`config.mk`:
```
export PLATFORM = sky130hd
export DESIGN_NAME = closed_polyline_resampler_core
export DESIGN_NICKNAME = d
export VERILOG_FILES = /design/src/rtl/cpr_pkg.sv /design/src/rtl/cpr_datapath.sv /design/src/rtl/cpr_ctrl.sv /design/src/rtl/closed_polyline_resampler_core.sv
export SDC_FILE = /design/constraint.sdc
export NUM_CORES = 2
export LEC_CHECK = 0
export BUFFER_PORTS_ARGS = -buffer_cell sky130_fd_sc_hd__buf_4
export CAP_MARGIN = 20
export CELL_PAD_IN_SITES_DETAIL_PLACEMENT = 0
export CELL_PAD_IN_SITES_GLOBAL_PLACEMENT = 1
export CORE_ASPECT_RATIO = 0.7
export CORE_UTILIZATION = 30
export CTS_CLUSTER_SIZE = 10
export DETAILED_ROUTE_END_ITERATION = 7
export GPL_TIMING_DRIVEN = 0
export PLACE_DENSITY_LB_ADDON = 0.12
export SYNTH_ARGS = -nofsm -noshare
export SYNTH_HDL_FRONTEND = slang
export SYNTH_SLANG_ARGS = --single-unit
```
`constraint.sdc`:
```
create_clock -name clk -period 11.7 [get_ports clk]
set_clock_uncertainty 0.2 [all_clocks]
set_input_delay 1.17 -clock clk [delete_from_list [all_inputs] [get_ports clk]]
set_output_delay 1.17 -clock clk [all_outputs]
set_load 0.02 [all_outputs]
```
`src/rtl/cpr_pkg.sv`:
```
// Package for the closed polyline resampler: widths, constants, types.
// Used by every module of the block; no dependencies.
package cpr_pkg;

  localparam int CoordW      = 16;
  localparam int StepW       = 16;
  localparam int DeltaW      = 17;
  localparam int SqW         = 36;
  localparam int LenW        = 18;
  localparam int MaxStepsDef = 32;
  localparam logic [StepW-1:0] StepLenReset = 16'd102;

  typedef enum logic [3:0] {
    S_IDLE,
    S_EDGE,
    S_SQR_X,
    S_SQR_Y,
    S_SQRT,
    S_DIV,
    S_SPLIT,
    S_EMIT,
    S_LONE
  } cpr_state_t;

  typedef struct packed {
    logic load_vertex;    // latch input beat
    logic set_first;      // store input beat as first and previous
    logic start_edge;     // latch edge start and delta
    logic edge_sel;       // 0: prev to vertex, 1: vertex back to first
    logic sq_x;
    logic sq_y;
    logic sqrt_init;
    logic sqrt_step;
    logic div_init;
    logic div_step;
    logic steps_init;     // clamp step count, load per-axis split
    logic split_step;
    logic emit_init;
    logic emit_adv;       // point taken, advance k
    logic lone;           // output the lone vertex
    logic commit_prev;
  } cpr_cmd_t;

  typedef struct packed {
    logic closes;
    logic have_first;
    logic sqrt_done;
    logic div_done;
    logic split_done;
    logic emit_last;
  } cpr_stat_t;

endpackage

```
`src/rtl/cpr_datapath.sv`:
```
// Datapath of the closed polyline resampler: vertex store, squared length,
// iterative square root and dividers, and the point generator. Uses cpr_pkg.
module cpr_datapath #(
  parameter int MAX_STEPS = cpr_pkg::MaxStepsDef
) (
  input  logic                         clk,
  input  logic                         rst,
  input  logic [cpr_pkg::StepW-1:0]    step_length,
  input  logic [cpr_pkg::CoordW-1:0]   in_x,
  input  logic [cpr_pkg::CoordW-1:0]   in_y,
  input  logic                         in_closes,
  input  cpr_pkg::cpr_cmd_t            cmd,
  output cpr_pkg::cpr_stat_t           stat,
  output logic [cpr_pkg::CoordW-1:0]   pt_x,
  output logic [cpr_pkg::CoordW-1:0]   pt_y,
  output logic                         pt_clip
);
  import cpr_pkg::*;

  localparam int KW       = $clog2(MAX_STEPS + 1);
  localparam int SqrtIter = SqW / 2;
  localparam int SIW      = $clog2(SqrtIter + 1);
  localparam int DIW      = $clog2(LenW + 1);

  logic signed [CoordW-1:0] vx, vy, first_x, first_y, prev_x, prev_y;
  logic                     closes, have_first;
  logic signed [CoordW-1:0] sx, sy;
  logic signed [DeltaW-1:0] dx, dy;
  logic        [SqW-1:0]    sq;
  logic        [SqW-1:0]    rem;
  logic        [LenW-1:0]   root;
  logic        [SIW-1:0]    sqrt_cnt;
  logic        [LenW-1:0]   quo;
  logic        [StepW-1:0]  drem;
  logic        [DIW-1:0]    div_cnt;
  logic        [KW-1:0]     steps, k;
  logic                     clip;
  logic        [DeltaW-1:0] magx, magy;
  logic        [DeltaW-1:0] qdx, qdy;   // |d| / steps
  logic        [KW-1:0]     rdx, rdy;   // |d| % steps
  logic        [DeltaW-1:0] qx, qy;     // floor(k*|d| / steps)
  logic        [KW-1:0]     rx, ry;
  logic        [DeltaW-1:0] ox, oy;

  // edge selection
  logic signed [CoordW-1:0] esx, esy, eex, eey;
  always_comb begin
    if (cmd.edge_sel) begin
      esx = vx; esy = vy; eex = first_x; eey = first_y;
    end else begin
      esx = prev_x; esy = prev_y; eex = vx; eey = vy;
    end
  end

  logic signed [DeltaW-1:0]   dsel;
  logic signed [2*DeltaW-1:0] prod;
  assign dsel = cmd.sq_x ? dx : dy;
  assign prod = dsel * dsel;

  // square root: two bits of the radicand per cycle
  logic [LenW+1:0] trial;
  logic [SqW+1:0]  rem_sh;
  assign rem_sh = {rem, sq[SqW-1 -: 2]};
  assign trial  = {root, 2'b01};

  // divider: restoring, one quotient bit per cycle
  logic [StepW:0] dsh;
  assign dsh = {drem, quo[LenW-1]};

  // per-axis split of |d| by the step count
  logic [KW:0] xsh, ysh;
  assign xsh = {rdx, qdx[DeltaW-1]};
  assign ysh = {rdy, qdy[DeltaW-1]};

  // running remainder of k*|d| / steps
  logic [KW:0] rsx, rsy;
  assign rsx = {1'b0, rx} + {1'b0, rdx};
  assign rsy = {1'b0, ry} + {1'b0, rdy};

  always_ff @(posedge clk) begin
    if (rst) begin
      first_x    <= '0;
      first_y    <= '0;
      prev_x     <= '0;
      prev_y     <= '0;
      have_first <= 1'b0;
    end else begin
      if (cmd.set_first) begin
        first_x    <= in_x;
        first_y    <= in_y;
        prev_x     <= in_x;
        prev_y     <= in_y;
        have_first <= 1'b1;
      end
      if (cmd.commit_prev) begin
        prev_x <= vx;
        prev_y <= vy;
        if (closes) have_first <= 1'b0;
      end
    end
  end

  always_ff @(posedge clk) begin
    if (cmd.load_vertex) begin
      vx     <= in_x;
      vy     <= in_y;
      closes <= in_closes;
    end
    if (cmd.start_edge) begin
      sx <= esx;
      sy <= esy;
      dx <= DeltaW'(eex) - DeltaW'(esx);
      dy <= DeltaW'(eey) - DeltaW'(esy);
    end
    if (cmd.sq_x) sq <= SqW'($unsigned(prod));
    if (cmd.sq_y) sq <= sq + SqW'($unsigned(prod));
    if (cmd.sqrt_init) begin
      rem      <= '0;
      root     <= '0;
      sqrt_cnt <= '0;
    end
    if (cmd.sqrt_step) begin
      sq       <= {sq[SqW-3:0], 2'b00};
      sqrt_cnt <= sqrt_cnt + 1'b1;
      if (rem_sh >= (SqW+2)'(trial)) begin
        rem  <= SqW'(rem_sh - (SqW+2)'(trial));
        root <= {root[LenW-2:0], 1'b1};
      end else begin
        rem  <= SqW'(rem_sh);
        root <= {root[LenW-2:0], 1'b0};
      end
    end
    if (cmd.div_init) begin
      quo     <= root;
      drem    <= '0;
      div_cnt <= '0;
    end
    if (cmd.div_step) begin
      div_cnt <= div_cnt + 1'b1;
      if (dsh >= {1'b0, step_length}) begin
        drem <= StepW'(dsh - {1'b0, step_length});
        quo  <= {quo[LenW-2:0], 1'b1};
      end else begin
        drem <= StepW'(dsh);
        quo  <= {quo[LenW-2:0], 1'b0};
      end
    end
    if (cmd.steps_init) begin
      if (step_length == '0) begin
        if (root == '0) begin
          steps <= KW'(1); clip <= 1'b0;
        end else begin
          steps <= KW'(MAX_STEPS); clip <= 1'b1;
        end
      end else if (quo == '0) begin
        steps <= KW'(1); clip <= 1'b0;
      end else if (quo > LenW'(MAX_STEPS)) begin
        steps <= KW'(MAX_STEPS); clip <= 1'b1;
      end else begin
        steps <= KW'(quo); clip <= 1'b0;
      end
      qdx     <= magx;
      qdy     <= magy;
      rdx     <= '0;
      rdy     <= '0;
      div_cnt <= '0;
    end
    if (cmd.split_step) begin
      div_cnt <= div_cnt + 1'b1;
      if (xsh >= {1'b0, steps}) begin
        rdx <= KW'(xsh - {1'b0, steps});
        qdx <= {qdx[DeltaW-2:0], 1'b1};
      end else begin
        rdx <= KW'(xsh);
        qdx <= {qdx[DeltaW-2:0], 1'b0};
      end
      if (ysh >= {1'b0, steps}) begin
        rdy <= KW'(ysh - {1'b0, steps});
        qdy <= {qdy[DeltaW-2:0], 1'b1};
      end else begin
        rdy <= KW'(ysh);
        qdy <= {qdy[DeltaW-2:0], 1'b0};
      end
    end
    if (cmd.emit_init) begin
      k  <= '0;
      qx <= '0;
      qy <= '0;
      rx <= '0;
      ry <= '0;
    end
    if (cmd.emit_adv) begin
      k <= k + 1'b1;
      if (rsx >= {1'b0, steps}) begin
        rx <= KW'(rsx - {1'b0, steps});
        qx <= qx + qdx + DeltaW'(1);
      end else begin
        rx <= KW'(rsx);
        qx <= qx + qdx;
      end
      if (rsy >= {1'b0, steps}) begin
        ry <= KW'(rsy - {1'b0, steps});
        qy <= qy + qdy + DeltaW'(1);
      end else begin
        ry <= KW'(rsy);
        qy <= qy + qdy;
      end
    end
  end

  assign magx = dx[DeltaW-1] ? DeltaW'(-dx) : DeltaW'(dx);
  assign magy = dy[DeltaW-1] ? DeltaW'(-dy) : DeltaW'(dy);

  assign ox = dx[DeltaW-1] ? DeltaW'(-qx) : qx;
  assign oy = dy[DeltaW-1] ? DeltaW'(-qy) : qy;

  assign pt_x    = cmd.lone ? vx : sx + ox[CoordW-1:0];
  assign pt_y    = cmd.lone ? vy : sy + oy[CoordW-1:0];
  assign pt_clip = cmd.lone ? 1'b0 : clip;

  assign stat.closes     = closes;
  assign stat.have_first = have_first;
  assign stat.sqrt_done  = (sqrt_cnt == SIW'(SqrtIter));
  assign stat.div_done   = (div_cnt == DIW'(LenW));
  assign stat.split_done = (div_cnt == DIW'(DeltaW));
  assign stat.emit_last  = (k == steps - 1'b1);

endmodule

```
`src/rtl/cpr_ctrl.sv`:
```
// Controller of the closed polyline resampler: sequences one vertex through
// the datapath and drives the output handshake. Uses cpr_pkg.
module cpr_ctrl (
  input  logic               clk,
  input  logic               rst,
  input  logic               s_tvalid,
  output logic               s_tready,
  input  logic               s_closes,
  output logic               m_tvalid,
  input  logic               m_tready,
  output logic               m_tlast,
  output cpr_pkg::cpr_cmd_t  cmd,
  input  cpr_pkg::cpr_stat_t stat
);
  import cpr_pkg::*;

  cpr_state_t state, state_next;
  logic       edge_sel, edge_sel_next;

  always_ff @(posedge clk) begin
    if (rst) begin
      state    <= S_IDLE;
      edge_sel <= 1'b0;
    end else begin
      state    <= state_next;
      edge_sel <= edge_sel_next;
    end
  end

  always_comb begin
    state_next    = state;
    edge_sel_next = edge_sel;
    cmd           = '0;
    cmd.edge_sel  = edge_sel;
    s_tready      = 1'b0;
    m_tvalid      = 1'b0;
    m_tlast       = 1'b0;
    unique case (state)
      S_IDLE: begin
        s_tready = 1'b1;
        if (s_tvalid) begin
          cmd.load_vertex = 1'b1;
          if (!stat.have_first) begin
            if (s_closes) state_next = S_LONE;
            else cmd.set_first = 1'b1;
          end else begin
            edge_sel_next = 1'b0;
            state_next    = S_EDGE;
          end
        end
      end
      S_EDGE: begin
        cmd.start_edge = 1'b1;
        state_next     = S_SQR_X;
      end
      S_SQR_X: begin
        cmd.sq_x   = 1'b1;
        state_next = S_SQR_Y;
      end
      S_SQR_Y: begin
        cmd.sq_y      = 1'b1;
        cmd.sqrt_init = 1'b1;
        state_next    = S_SQRT;
      end
      S_SQRT: begin
        if (stat.sqrt_done) begin
          cmd.div_init = 1'b1;
          state_next   = S_DIV;
        end else begin
          cmd.sqrt_step = 1'b1;
        end
      end
      S_DIV: begin
        if (stat.div_done) begin
          cmd.steps_init = 1'b1;
          state_next     = S_SPLIT;
        end else begin
          cmd.div_step = 1'b1;
        end
      end
      S_SPLIT: begin
        if (stat.split_done) begin
          cmd.emit_init = 1'b1;
          state_next    = S_EMIT;
        end else begin
          cmd.split_step = 1'b1;
        end
      end
      S_EMIT: begin
        m_tvalid = 1'b1;
        m_tlast  = stat.emit_last && (edge_sel || !stat.closes);
        if (m_tready) begin
          cmd.emit_adv = 1'b1;
          if (stat.emit_last) begin
            if (!edge_sel && stat.closes) begin
              edge_sel_next = 1'b1;
              state_next    = S_EDGE;
            end else begin
              cmd.commit_prev = 1'b1;
              state_next      = S_IDLE;
            end
          end
        end
      end
      S_LONE: begin
        cmd.lone = 1'b1;
        m_tvalid = 1'b1;
        m_tlast  = 1'b1;
        if (m_tready) state_next = S_IDLE;
      end
      default: state_next = S_IDLE;
    endcase
  end

endmodule

```
`src/rtl/closed_polyline_resampler_core.sv`:
```
// Top level of the closed polyline resampler; joins controller and datapath.
// Depends on cpr_pkg, cpr_ctrl and cpr_datapath.
//
// Polygon vertices arrive as s-side beats (signed Q8.8 x and y, tlast on the
// closing vertex); resampled points leave as m-side beats, tlast on the last
// point caused by a vertex and tuser set when the edge's step count was
// clipped at MAX_STEPS. One vertex is worked at a time and s_tready is low
// meanwhile. The first vertex of a polygon is taken with no output; a lone
// closing vertex gives its one beat on the next cycle. Each edge works out
// its length, step count and per-axis division before m_tvalid rises, then
// gives one point per cycle while m_tready is high.
// step_length resets to 102 and is only to be written while idle.
module closed_polyline_resampler_core #(
  parameter int MAX_STEPS = cpr_pkg::MaxStepsDef
) (
  input  logic        clk,
  input  logic        rst,
  input  logic        cfg_we,
  input  logic [15:0] cfg_wdata,
  input  logic        s_tvalid,
  output logic        s_tready,
  input  logic [31:0] s_tdata,  // vertex_x, vertex_y
  input  logic        s_tlast,  // closes_polygon
  output logic        m_tvalid,
  input  logic        m_tready,
  output logic [31:0] m_tdata,  // out_x, out_y
  output logic        m_tlast,  // run_end
  output logic        m_tuser   // clipped
);
  import cpr_pkg::*;

  logic [StepW-1:0]  step_length;
  cpr_cmd_t          cmd;
  cpr_stat_t         stat;
  logic [CoordW-1:0] pt_x, pt_y;
  logic              pt_clip;

  always_ff @(posedge clk) begin
    if (rst) step_length <= StepLenReset;
    else if (cfg_we) step_length <= cfg_wdata;
  end

  cpr_ctrl u_ctrl (
    .clk      (clk),
    .rst      (rst),
    .s_tvalid (s_tvalid),
    .s_tready (s_tready),
    .s_closes (s_tlast),
    .m_tvalid (m_tvalid),
    .m_tready (m_tready),
    .m_tlast  (m_tlast),
    .cmd      (cmd),
    .stat     (stat)
  );

  cpr_datapath #(
    .MAX_STEPS (MAX_STEPS)
  ) u_dp (
    .clk         (clk),
    .rst         (rst),
    .step_length (step_length),
    .in_x        (s_tdata[15:0]),
    .in_y        (s_tdata[31:16]),
    .in_closes   (s_tlast),
    .cmd         (cmd),
    .stat        (stat),
    .pt_x        (pt_x),
    .pt_y        (pt_y),
    .pt_clip     (pt_clip)
  );

  assign m_tdata = {pt_y, pt_x};
  assign m_tuser = pt_clip;
endmodule
```
# Word-level counts from Yosys, hierarchy flattened
# Index checks and enable logic that the tools add are counted.
[word_totals]
register_bits = 424
[op_classes]
add_sub_neg = 25
n_mul = 1
n_lt_le_gt_ge = 7
eq_ne = 22
n_mux = 113
reduce_logical = 21
[op_table]
columns = ["cell", "n"]
rows = [
  ["$mux W16", 15],
  ["$mux W36", 6],
  ["$mux W17", 12],
  ["$mux W6", 15],
  ["$mux W18", 4],
  ["$ge A38 B20 Y1", 1],
  ["$mux W1", 37],
  ["$add A36 B34 Y36", 1],
  ["$logic_not A18 Y1", 2],
  ["$mux W4", 9],
  ["$pmux W4 S9", 1],
  ["$sub A36 B20 Y36", 1],
  ["$add A17 B1 Y17 const B", 2],
  ["$add A17 B17 Y17", 2],
  ["$mul A17 B17 Y34", 1],
  ["$neg A17 Y17", 2],
  ["$sub A16 B16 Y17", 2],
  ["$add A16 B16 Y16", 2],
  ["$neg A16 Y16", 2],
  ["$mux W5", 6],
  ["$ge A7 B6 Y1", 4],
  ["$sub A6 B6 Y6", 4],
  ["$gt A18 B6 Y1 const B", 1],
  ["$ge A17 B16 Y1", 1],
  ["27 further kinds", 56],
]

# Longest topological paths before layout
[depth]
depth_word = 7
depth_mapped = 41

# By module
# Synthesis repeated with hierarchy kept, for this count alone.
[unflattened]
cells_unflattened = 4052
hier_area_um2 = 38500.7
[modules_own_cells]
columns = ["module", "instances", "cells_each", "area_per_inst_um2", "seq_area_each_um2"]
rows = [
  ["cpr_datapath", 1, 3922, 37299.5, 11370.9],
  ["cpr_ctrl", 1, 78, 611.8, 100.1],
  ["closed_polyline_resampler_core", 1, 52, 589.3, 320.3],
]

# Least setup slack after synthesis
# OpenSTA, ideal clock, no wires.
[synth_timing]
path_kind = "flip-flop to flip-flop"
from = "register u_ctrl.state[2]"
to = "register u_dp.sq[34], data pin"
arrival_time_ns = 9.523
required_ns = 11.242
path_slack_ns = 1.719
stages_incl_launch_ff = 40
n_path_buf = 3
path_cell_list = "dfxtp_1 clkbuf_1 nor2_1 and2_1 clkbuf_1 buf_1 mux2i_1 clkinv_1 nand2_1 inv_1 fa_1 inv_1 fa_1 inv_1 fa_1 fa_1 fa_1 inv_1 [... 4 more ...] nor2_1 a211oi_1 o31ai_1 a221o_1 a221o_1 a31oi_1 xor2_1 inv_1 ha_1 a41o_1 a21oi_1 o21ai_0 nand3_1 a21boi_0 a211o_1 a211oi_1 mux2i_1 nand2_1"
[synth_via]
elab_chain_len = 7
elab_cells_between_ends = 11
cone_classes = "add/sub: 1; mul: 1; eq/ne: 3; mux: 6"
[synth_lines]
columns = ["element", "line", "text"]
rows = [
  ["start, declared", "cpr_ctrl.sv:17", "cpr_state_t state, state_next;"],
  ["start signal, assigned", "cpr_ctrl.sv:25", "state <= state_next;"],
  ["$eq A4 B2 Y1", "cpr_ctrl.sv:38", "unique case (state)"],
  ["$mux W1", "cpr_ctrl.sv:38", ""],
  ["$mux W17", "cpr_datapath.sv:57", "assign dsel = cmd.sq_x ? dx : dy;"],
  ["$mul A17 B17 Y34", "cpr_datapath.sv:58", "assign prod = dsel * dsel;"],
  ["$add A36 B34 Y36", "cpr_datapath.sv:116", "if (cmd.sq_y) sq <= sq + SqW'($unsigned(prod));"],
  ["$mux W36", "cpr_datapath.sv:116", ""],
  ["$mux W36 *", "cpr_datapath.sv:122", "if (cmd.sqrt_step) begin"],
  ["end signal, assigned", "cpr_datapath.sv:115", "if (cmd.sq_x) sq <= SqW'($unsigned(prod));"],
  ["end signal, assigned", "cpr_datapath.sv:116", ""],
  ["end signal, assigned", "cpr_datapath.sv:123", "sq <= {sq[SqW-3:0], 2'b00};"],
  ["end, declared", "cpr_datapath.sv:29", "logic [SqW-1:0] sq;"],
]
# Mark *: on every way between the ends. The rest lies on a longest branch, timed or not.
# A chain may end at the register's enable or synchronous reset.

# Worst setup path in the final report
[layout_timing]
from = "register u_ctrl.state[0]"
to = "register u_dp.sq[35], data pin"
# The elaborated chain is that of the path after synthesis.

==> metrics list <==
- Final layout net count: approximately 4,900
- The layout has between 10,000 and 15,000 filler cells.
- Compared with the post-synthesis result, the final layout area differs by 12.9%.
- Count of pins over their slew limit: 0
- Placed wire-length estimate after detailed placement: between 100,000 and 150,000 um
- Of the available clock period, the critical path in the final layout requires 0.951.
- Fraction of synthesized cell area taken by the top area cell type: 0.261
- CTS tree: built
- # H-tree levels: 2
- Width of the die: around 430 um
- Final wirelength: between 100,000 and 150,000 um
- The top cell types in the final layout, fill and taps aside, are inv_1 (531), nand2_1 (405), nor2_1 (385).
- Cell taking the most area after synthesis: edfxtp_1
- Full die area: ~130,000 um2
- The run finished with clean final reports.
- In this run the register-to-register setup slack is approximately 580 ps.
- Global routing finished with a remaining overflow of 0.
- The later pin in the worst-skew pair is clocked with a latency of between 600 and 700 ps.
- The critical path is of the reg2reg type.
- Averaged over all synthesized cells, the footprint is 9.36 um2.
* Number of distinct standard cells referenced by the synthesized netlist: 85
- Based on the critical path, the design can be clocked at up to between 0.08 and 0.09 GHz.
- Hold violation total from the final report: 0
- Area inside the core boundary: 127,000 um2
- Excluding fillers, the count of instances in the completed layout stands at 6,000.
- For this run, asynchronously set or reset flops after synthesis account for 0.
- STA classifies the critical path startpoint as a register.
- Port buffering added between 80 and 90 buffers.
* Nature of the critical path endpoint: register
- CP delay by family, top: adder cells
- Wire length of the first global-routing pass: between 150,000 and 200,000 um
- The synthesized design contains 334 enable-type register cells.
- Pin count of the biggest net entering global routing: 60
- Top area cells in the synthesized netlist: edfxtp_1 (26%), fa_1 (15%), ha_1 (9.9%)
- The routed layout has ~30,000 vias.
- Clock Sinks: roughly 420
* Max-capacitance violation count: 0
- Using the TritonRoute via totals, the vias-per-cell ratio works out to 5.02.
- DP Worst Slack: -857 ps
- Flip-flop cell with the highest count after synthesis: edfxtp_1
- On the worst path, the slowest cell contributes a delay of a little under 600 ps.
- At the end of routability-driven placement, the weighted congestion stood at roughly 0.81.
- Path type of the worst min-delay path: reg2reg
* Fraction of final layout cells sized beyond drive strength 1: 0.0803
- The number of antenna violations at the first check in global routing is 6.
* Part of the Yosys area used for sequential elements: 0.306
* Crit-path most repeated cell: inv_1
- The number of global-route vias before repair came to roughly 30,000.
- Data arrival at the endpoint of the critical path: 11,280 ps
- Die Span Y: 302 um
- WP data required: about 12,000 ps
- Number of nets still failing antenna checks after routing: 0
- Relative slew slack: 0.232
- At the pin with the least slew margin, the transition time is 1150 ps.
- Gate Count Post-Synth: about 4,100
* Clock-pin slew on the worst setup and hold paths: around 60 ps
- Adding up every negative setup slack in the final design gives 0 ps.
- Post-synthesis instance area: ~38,000 um2
- Most common cell after layout, fill and taps aside: inv_1
- The detailed router finished its first iteration with roughly 2,300 violations.
- The pre-antenna-repair detailed-routing pass consisted of 5 iterations.
* Cell type of the slowest stage on the worst timing path: fa_1
* Combined buffer and inverter count along the critical path: 13
- CTS root buffer: clkbuf_16
- The number of placed instances, taps included, is 5,894.
* Per-cell routed wire length: 20.6 um
- In this run, post-CTS hold repair placed 0 buffers.
- Clock buffer depth: 3
- Inserted Clock Buffers: 54
- All-Layer GR Usage: 0.190
- Number of DRC violations after detailed routing: 0
* Number of setup violations in the final report: 0
- The routed design could run at a clock period as short as 11,120 ps.
* Slack of the critical path: 576 ps
* Number of warnings reported in the yosys synthesis log: 0
- For this configuration, the core starts out at a cell density of 0.304.
* Synth Net Count: around 4,800
- FF+latch count, synth: between 400 and 500
* Largest fanout on the critical path: 10
- The floorplan has ~110 rows.
- Top Ports: 90
[cell type report]
type,instances,area (um2),share of cell area
Timing Repair Buffer,121,1030,0.0238
Buffer,115,480,0.0111
Clock buffer,87,1580,0.0363
Multi-Input combinational cell,3034,24300,0.559
Antenna cell,1,2.50,0.0000576
Sequential cell,422,11800,0.271
Clock inverter,15,146,0.00337
Tap cell,1665,2080,0.0479
Inverter,540,2040,0.0469
[cell families (layout without fill, tap and decap cells)]
group,Yosys count,in the layout,synth area share
adders and majority gates,584,584,0.244
xor gates and xnor gates,277,277,0.0630
DFF,422,422,0.306
and+or+nand+nor,1215,1215,0.146
other,0,1,0
AOI/OAI and AO/OA,813,813,0.136
buffers and inverters,657,878,0.0646
muxes,145,145,0.0396
[what timing repair did]
item	in CTS	in global routing
pin swaps	0	0
setup buffers	0	3
setup endpoints to repair	13	13
gates resized for setup	16	30
[cells in the mapped netlist (all sizes together), types with 33 or more instances]
cell type / number
inv: 533
nand2: 406
nor2: 386
edfxtp: 334
ha: 305
fa: 279
a21oi: 216
o21ai: 198
xnor2: 163
xor2: 114
clkbuf: 105
dfxtp: 88
mux2i: 85
nor3: 77
a21o: 71
nand3: 65
mux2: 60
a211oi: 44
or3: 39
a311oi: 35
nand2b: 35
nor2b: 34
nor4: 33
[path summary, 6_finish.rpt]
path                                      from                           end  cells after the start
setup / recovery  u_ctrl.state[0]$_SDFFE_PP0P_         u_dp.sq[35]$_DFFE_PP_                     41
hold / removal    u_dp.first_x[5]$_SDFFE_PP0P_  u_dp.first_x[5]$_SDFFE_PP0P_                      2
setup reg to reg  u_ctrl.state[0]$_SDFFE_PP0P_         u_dp.sq[35]$_DFFE_PP_                     41
hold reg to reg   u_dp.first_x[5]$_SDFFE_PP0P_  u_dp.first_x[5]$_SDFFE_PP0P_                      2
[state kept, by name, summed over array words and instances (netlist names), 17 cells and up]
name / flops
u_dp.dx: 17
u_dp.sq: 36
u_dp.rem: 36
u_dp.qdx: 17
u_dp.qdy: 17
u_dp.root: 18
u_dp.dy: 17
u_dp.quo: 18
[worst reg2reg max path: cells and delay by family (launching register included)]
family,cells,cell delay [ps]
mux,1,130
fa+ha+maj,8,3930
xor+xnor,2,440
flops,1,290
buf+inv,13,1930
simple gates,6,1160
compound gates,11,2750
[stage by stage]
step	hold slack, ps	area (um2)	util
2_1_floorplan	233	38500	-
3_3_place_gp	242	41200	0.325
3_5_place_dp	245	41600	0.328
4_1_cts	255	43400	0.342
5_1_grt	272	43500	0.343
6_report	255	43500	0.343
[routing by layer]
metal,share of wire,vias up,track usage
li1,-,14600,-
met3,0.057,105,0.0328
met2,0.36,600,0.242
met1,0.57,14800,0.324
met4,0.012,4,0.0293
met5,0.00019,-,0
Power is left out: the tool's default activity adds up to more than one toggle a clock period on the data nets, which glitch-free logic cannot reach.
